## src/rtl/qvr_pkg.sv

```systemverilog
// qvr_pkg: widths, bus type and constant tables of the quaternion rotation block
// used by qvr_cordic_cell and quaternion_vector_rotation; no dependencies
package qvr_pkg;

   localparam int CORDIC_STAGES = 16;
   localparam int COORD_WIDTH   = 16;

   // cordic datapath widths
   localparam int XW  = 33;
   localparam int ZW  = 33;
   localparam int IDW = 5;

   // quaternion datapath widths
   localparam int AXW = 16;
   localparam int QW  = 19;
   localparam int P1W = QW + COORD_WIDTH;
   localparam int S1W = P1W + 3;
   localparam int QPW = S1W - 10;
   localparam int P2W = QPW + QW;
   localparam int S2W = P2W + 3;
   localparam int RW  = S2W - 18;

   localparam logic signed [XW-1:0] CORDIC_GAIN = XW'(652032874);
   localparam logic signed [ZW-1:0] QUARTER_TURN = ZW'(64'sd1073741824);

   typedef struct packed {
      logic                           valid;
      logic signed [COORD_WIDTH-1:0]  px;
      logic signed [COORD_WIDTH-1:0]  py;
      logic signed [COORD_WIDTH-1:0]  pz;
      logic signed [AXW-1:0]          ax;
      logic signed [AXW-1:0]          ay;
      logic signed [AXW-1:0]          az;
      logic signed [XW-1:0]           x;
      logic signed [XW-1:0]           y;
      logic signed [ZW-1:0]           z;
   } cordic_bus_type;

   // arctangent of 2^-i in phase units (2^32 = one turn)
   function automatic logic signed [ZW-1:0] atan_phase(input logic [IDW-1:0] idx);
      logic [31:0] v;
      case (idx)
         5'd0:    v = 32'h20000000;
         5'd1:    v = 32'h12E4051E;
         5'd2:    v = 32'h09FB385B;
         5'd3:    v = 32'h051111D4;
         5'd4:    v = 32'h028B0D43;
         5'd5:    v = 32'h0145D7E1;
         5'd6:    v = 32'h00A2F61E;
         5'd7:    v = 32'h00517C55;
         5'd8:    v = 32'h0028BE53;
         5'd9:    v = 32'h00145F2F;
         5'd10:   v = 32'h000A2F98;
         5'd11:   v = 32'h000517CC;
         5'd12:   v = 32'h00028BE6;
         5'd13:   v = 32'h000145F3;
         5'd14:   v = 32'h0000A2FA;
         5'd15:   v = 32'h0000517D;
         5'd16:   v = 32'h000028BE;
         5'd17:   v = 32'h0000145F;
         5'd18:   v = 32'h00000A30;
         5'd19:   v = 32'h00000518;
         5'd20:   v = 32'h0000028C;
         5'd21:   v = 32'h00000146;
         5'd22:   v = 32'h000000A3;
         5'd23:   v = 32'h00000051;
         default: v = 32'h00000000;
      endcase
      return $signed({1'b0, v});
   endfunction

   // clamp a rounded sine or cosine to +-1.0 in Q14
   function automatic logic signed [15:0] clamp_q14(input logic signed [18:0] v);
      logic signed [18:0] r;
      if (v > 19'sd16384) begin
         r = 19'sd16384;
      end else if (v < -19'sd16384) begin
         r = -19'sd16384;
      end else begin
         r = v;
      end
      return r[15:0];
   endfunction

endpackage

```

## src/rtl/qvr_cordic_cell.sv

```systemverilog
// qvr_cordic_cell: one rotation-mode cordic micro-rotation with its pipeline register
// depends on qvr_pkg (bus type, arctangent table)
module qvr_cordic_cell (
   input  logic                    clock,
   input  logic                    reset,
   input  logic                    enable,
   input  logic [qvr_pkg::IDW-1:0] stage_idx,
   input  qvr_pkg::cordic_bus_type bus_in,
   output qvr_pkg::cordic_bus_type bus_out
);
   import qvr_pkg::*;

   cordic_bus_type bus_ff;
   cordic_bus_type bus_in_next;
   logic signed [XW-1:0] dx;
   logic signed [XW-1:0] dy;
   logic signed [ZW-1:0] ang;

   // micro-rotation in the direction of the remaining angle
   always_comb begin
      dx = bus_in.y >>> stage_idx;
      dy = bus_in.x >>> stage_idx;
      ang = atan_phase(stage_idx);
      bus_in_next = bus_in;
      if (!bus_in.z[ZW-1]) begin
         bus_in_next.x = bus_in.x - dx;
         bus_in_next.y = bus_in.y + dy;
         bus_in_next.z = bus_in.z - ang;
      end else begin
         bus_in_next.x = bus_in.x + dx;
         bus_in_next.y = bus_in.y - dy;
         bus_in_next.z = bus_in.z + ang;
      end
   end

   always_ff @(posedge clock) begin
      if (reset) begin
         bus_ff.valid <= 1'b0;
      end else if (enable) begin
         bus_ff <= bus_in_next;
      end
   end

   assign bus_out = bus_ff;

endmodule

```

## config.mk

```make
export PLATFORM = sky130hd
export DESIGN_NAME = qvr_cordic_cell
export DESIGN_NICKNAME = d
export VERILOG_FILES = /design/src/rtl/qvr_pkg.sv /design/src/rtl/qvr_cordic_cell.sv
export SDC_FILE = /design/constraint.sdc
export NUM_CORES = 1
export LEC_CHECK = 0
export BUFFER_PORTS_ARGS = -buffer_cell sky130_fd_sc_hd__buf_2
export CAP_MARGIN = 15
export CORE_AREA = 5 5 180 216
export DETAILED_ROUTE_END_ITERATION = 10
export DIE_AREA = 0 0 185 221
export GPL_ROUTABILITY_DRIVEN = 0
export PLACE_DENSITY = 0.78
export SKIP_LAST_GASP = 1
export SLEW_MARGIN = 20
export SYNTH_ARGS = -nofsm -noshare
export SYNTH_HDL_FRONTEND = slang
export SYNTH_SLANG_ARGS = --single-unit
```

## constraint.sdc

```tcl
create_clock -name clock -period 9.6 [get_ports clock]
set_input_delay 0 -clock clock [delete_from_list [all_inputs] [get_ports clock]]
set_output_delay 0 -clock clock [all_outputs]
set_load 0.02 [all_outputs]
```

Yosys cells after proc, flatten, opt, wreduce, memory -nomap -nowiden

Memories as Yosys holds them, arrays and structs flattened.
Index checks and enable logic that the tools add are counted.

Mux-type cells: 1
Reduce and logical (&&, ||, !) cells: 1
Bitwise logic cells: 1
Shift-type cells: 2
Add/subtract/negate cells: 6

Operators with widths:

| cell                         | number |
|---|---|
| adder 33 bit                 | 3 |
| 2-to-1 mux 99 bit            | 1 |
| subtractor 33 bit            | 3 |
| >>> shifter 33 x 5 -> 33 bit | 2 |
| AND reduction 2 bit          | 1 |
| inverter 1 bit               | 1 |

Output and inout bits: 196
Input bits: 204
Memories: 1
Memory bits (read-only): 960
Logic and storage cells: 22
Register bits after elaboration: 196

Memory list:

| name             | words | bits a word | read ports | clocked after memory_dff | write ports | RTL line      | text |
|---|---|---|---|---|---|---|---|
| (name not given) | 32    | 30          | 1          | 0                        | 0           | qvr_pkg.sv:42 | `case (idx)` |

Depth between registers and ports, before layout

Word-level depth: 3
Mapped depth: 27
Depth with buffers taken out: 22

Least setup slack after synthesis

OpenSTA, ideal clock, no wires.

Path kind: in2reg
Start: input port reset
End: register bus_ff, in the netlist bus_out[0], enable pin
Slack: 0.188 ns
Path buffers: 0
Cell stages on the path: 1
Arrival: 8.632 ns
Data required time: 8.820 ns
Cells stage by stage: nor2b_1

Word-level cells in the longest chain between the ends: 2

RTL lines:

| what                          | RTL line              | text |
|---|---|---|
| start, declared               | qvr_cordic_cell.sv:5  | `input logic reset,` |
| inverter 1 bit (no line)      | n/a                   |  |
| AND reduction 2 bit (no line) | n/a                   |  |
| end signal, assigned          | qvr_cordic_cell.sv:40 | `bus_ff <= bus_in_next;` |
| end, declared                 | qvr_cordic_cell.sv:13 | `cordic_bus_type bus_ff;` |

No other way between the ends.
A chain may end at the register's enable or synchronous reset.

==> metrics.csv <==
metric;value;unit
count of vias placed by the detailed router;17900;
Warnings, synthesis;0;
final period demand of the worst path;6650;ps
fraction of registers with async set/reset;0;%
number of clock buffers inserted by TritonCTS;17;
number of port buffers;399;
Post-Syn Instances;1815;
total standard cell area after synthesis;18400;um2
maximum count of clock buffers along a single path;2;
status;complete, no violations;
critical path endpoint;bus_out[98]$_DFFE_PP_;
Crit. End Element;flip-flop;
FF-to-FF End;bus_out[195]$_SDFFE_PP0P_;
Distinct cells, synth;103;
Total Nets Final;2562;
number of enable flip-flop cells after synthesis;195;
most frequently used flop master after synthesis;sky130_fd_sc_hd__edfxtp_1;
part of the power in combinational logic;45.8;%
TritonCTS clock tree;done;
clock tree root buffer cell;sky130_fd_sc_hd__clkbuf_16;
clock network latency to the later pin of the worst-skew pair;470;ps
final worst clock skew;0;ps
total nets after synthesis;2130;
Worst Reg-to-Reg Cells;3;
area added between synthesis and finish;20.7;%
WP data required;9820;ps
leading post-synthesis cells by cell area;sky130_fd_sc_hd__edfxtp_1 (32%), sky130_fd_sc_hd__mux4_2 (11%), sky130_fd_sc_hd__ha_1 (7.4%), sky130_fd_sc_hd__xnor2_1 (4.9%), sky130_fd_sc_hd__a21oi_1 (4.3%);
wire per inst;24.3;um
antenna violations before repair;10;
top-level I/O count;400;
sequential share of power;33.0;%
max reg flops;196;
first-pass GRT wire length;99.3;mm
total routing resource utilization after global routing;30.9;%
Final HPWL DP;48.2;mm
total iterations of the first detailed-routing run;7;
portion of synthesized cell area occupied by the leading cell type;31.9;%
clk sink count;196;
Net Sw Power;1350;uW
Core Box Area;36600;um2
clock network fraction of total power;21.1;%
final clock period utilization by the worst path;69.3;%
overflow left after global routing;0;
Clk pin slew, worst setup/hold paths;80;ps
startpoint of the most critical register-to-register path;bus_out[195]$_SDFFE_PP0P_;
horizontal die dimension;185;um
adder-cell share of the synthesized area;7.68;%
Clock H-tree levels;4;
Post-Synthesis Mean Instance Area;10.1;um2
xor-xnor portion of the synthesized cell area;7.77;%
Worst Path Arrival;6870;ps
average vias per placed instance;6.52;
number of antenna-violating nets in the routed design;0;
PnR worst setup slack;2950;ps
commonest cells in the netlist;sky130_fd_sc_hd__edfxtp_1 (195), sky130_fd_sc_hd__a21oi_1 (156), sky130_fd_sc_hd__nor2_1 (151), sky130_fd_sc_hd__nand2_1 (124), sky130_fd_sc_hd__ha_1 (108);
Sum Neg Setup Slack;0;ps
number of cells upsized or downsized after cts;0;
setup slack at placement;2720;ps
pwr dens;154;nW/um2
final hold violation count;0;
achievable frequency;150;MHz
complex-gate fraction of the synthesized area;18.8;%
DRC marker count from the first detailed-route iteration;2548;
final-layout fill cell count;2970;
class of the worst hold path;in -> reg;
Critical Path Source;stage_idx[1];
drt drc;0;
die boundary height;221;um
starting utilization of the core area;50.2;%
fraction of final layout cells with drive strength greater than 1;26.5;%
slew margin rel.;29.6;%
Least-Margin Pin Slew;1060;ps
proportion of total power due to net switching;39.5;%
internal reg-to-reg setup slack;8390;ps
maximum ir drop on the vdd rail;0.119;mV
largest family of logic cells by synthesized area;compound AO/OA/AOI/OAI gates;
share of synthesized area occupied by flip-flops and latches;32.0;%
peak fanout along the critical path;41;
max-slew violation count;0;
largest area contributor in the synthesized netlist;sky130_fd_sc_hd__edfxtp_1;
setup repair after global routing missed its margin;no;
Synth Register Bits;196;
simple logic cell fraction of the synthesized area;12.5;%
total length of routed wires;66.5;mm
maximum number of pins on one net before global-route repair;83;
area of the die;40900;um2
std cell rows;77;
portion of netlist area occupied by mux cells;17.0;%
cell with the most instances after synthesis;sky130_fd_sc_hd__edfxtp_1;
critical path launch point type;primary input;
Setup violations, final;0;
P_leak;0.00910;uW
hold path start;bus_in[34];
number of global-route vias before repair;17700;
category of the most critical setup path;in -> reg;
max-capacitance violation count;0;
total internal power;2070;uW
[cell type report]
| class | count | area (um2) | area share (%) |
|---|---|---|---|
| diodes | 6 | 15.0 | 0.0677 |
| clock buffers | 18 | 439 | 1.98 |
| clock inverters | 14 | 156 | 0.705 |
| inverters | 62 | 233 | 1.05 |
| multi-input cells | 1453 | 11700 | 52.8 |
| flip-flops and latches | 196 | 5880 | 26.5 |
| well taps | 474 | 593 | 2.67 |
| repair buffers | 517 | 3150 | 14.2 |
[per-layer routing]
layer	track usage (%)	wire [um]
met5	0	37
met4	17.4	4450
met3	7.93	8090
met2	53.3	32200
met1	34.2	21600
[what timing repair did]
item / 4_1_cts / 5_1_grt
buffers inserted: 0 / 0
hold buffers: 102 / 0
setup endpoints to repair: 0 / 0
hold endpoints to repair: 101 / 0
[logic make-up (layout without fill, tap and decap cells)]
kind of cell    after synthesis  in the layout
compound gates              520            520
xor+xnor                    163            163
fa+ha+maj                   111            111
buf+inv                     166            611
flops                       196            196
mux                         194            194
other cells                   0              6
simple gates                465            465
[power by group through the flow]
| stage | combinational (uW) | clock (uW) | sequential [uW] |
|---|---|---|---|
| final | 1570 | 722 | 1130 |
| after global routing | 1680 | 775 | 1140 |
| after CTS | 1530 | 733 | 1130 |
| after detailed placement | 1480 | 0 | 1150 |
| after global placement | 1450 | 0 | 1150 |
| after floorplan | 937 | 0 | 1280 |
[critical path, cell delays in order]
cell and delay, ps:
sky130_fd_sc_hd__buf_2 780, sky130_fd_sc_hd__buf_4 570, sky130_fd_sc_hd__mux4_2 400, sky130_fd_sc_hd__nand2_1 130
sky130_fd_sc_hd__o32ai_1 120, sky130_fd_sc_hd__nor4_2 710, sky130_fd_sc_hd__nand4b_4 230, sky130_fd_sc_hd__nor4_2 280
sky130_fd_sc_hd__and2_1 390, sky130_fd_sc_hd__a31oi_1 160, sky130_fd_sc_hd__xnor2_1 160, sky130_fd_sc_hd__ha_1 350
sky130_fd_sc_hd__a21oi_1 200, sky130_fd_sc_hd__o21ai_0 180, sky130_fd_sc_hd__a2111oi_0 420, sky130_fd_sc_hd__a21oi_1 270
sky130_fd_sc_hd__o311ai_1 400, sky130_fd_sc_hd__o21ai_0 180, sky130_fd_sc_hd__o41a_1 420, sky130_fd_sc_hd__a311oi_1 340
sky130_fd_sc_hd__xnor2_1 120
[how the worst min path moves through the flow]
stage                                     end  cells after the start
global placement       bus_out[147]$_DFFE_PP_                      1
global route            bus_out[34]$_DFFE_PP_                      2
finish                  bus_out[34]$_DFFE_PP_                      2
detailed placement     bus_out[189]$_DFFE_PP_                      1
floorplan           bus_out[195]$_SDFFE_PP0P_                      1
CTS                      bus_out[3]$_DFFE_PP_                      3
[cell usage in the layout, fill, tap and decap left out, types with 43 or more instances in the layout]
cell                            count
sky130_fd_sc_hd__mux2i_1           76
sky130_fd_sc_hd__buf_2            397
sky130_fd_sc_hd__xor2_1            61
sky130_fd_sc_hd__nor2_1           150
sky130_fd_sc_hd__dlygate4sd3_1    102
sky130_fd_sc_hd__mux4_2            90
sky130_fd_sc_hd__edfxtp_1         195
sky130_fd_sc_hd__ha_1             108
sky130_fd_sc_hd__a21oi_1          156
sky130_fd_sc_hd__nand2_1          124
sky130_fd_sc_hd__xnor2_1          102
sky130_fd_sc_hd__inv_1             58
sky130_fd_sc_hd__o21ai_0           71
sky130_fd_sc_hd__a31oi_1           43
[through the flow]
stage / util (%) / cells / hold slack [ps] / instance area, um2 / power [uW]
global route: 60.6 / 2739 / 16.7 / 22200 / 3590
global placement: 56.1 / 2600 / 177 / 20500 / 2600
finish: 60.6 / 2740 / 25.5 / 22200 / 3420
floorplan: - / 1815 / 72.4 / 18400 / 2220
CTS: 60.5 / 2734 / 7.28 / 22200 / 3390
detailed placement: 56.1 / 2600 / 178 / 20500 / 2630
Power figures use the tool's default switching activity.
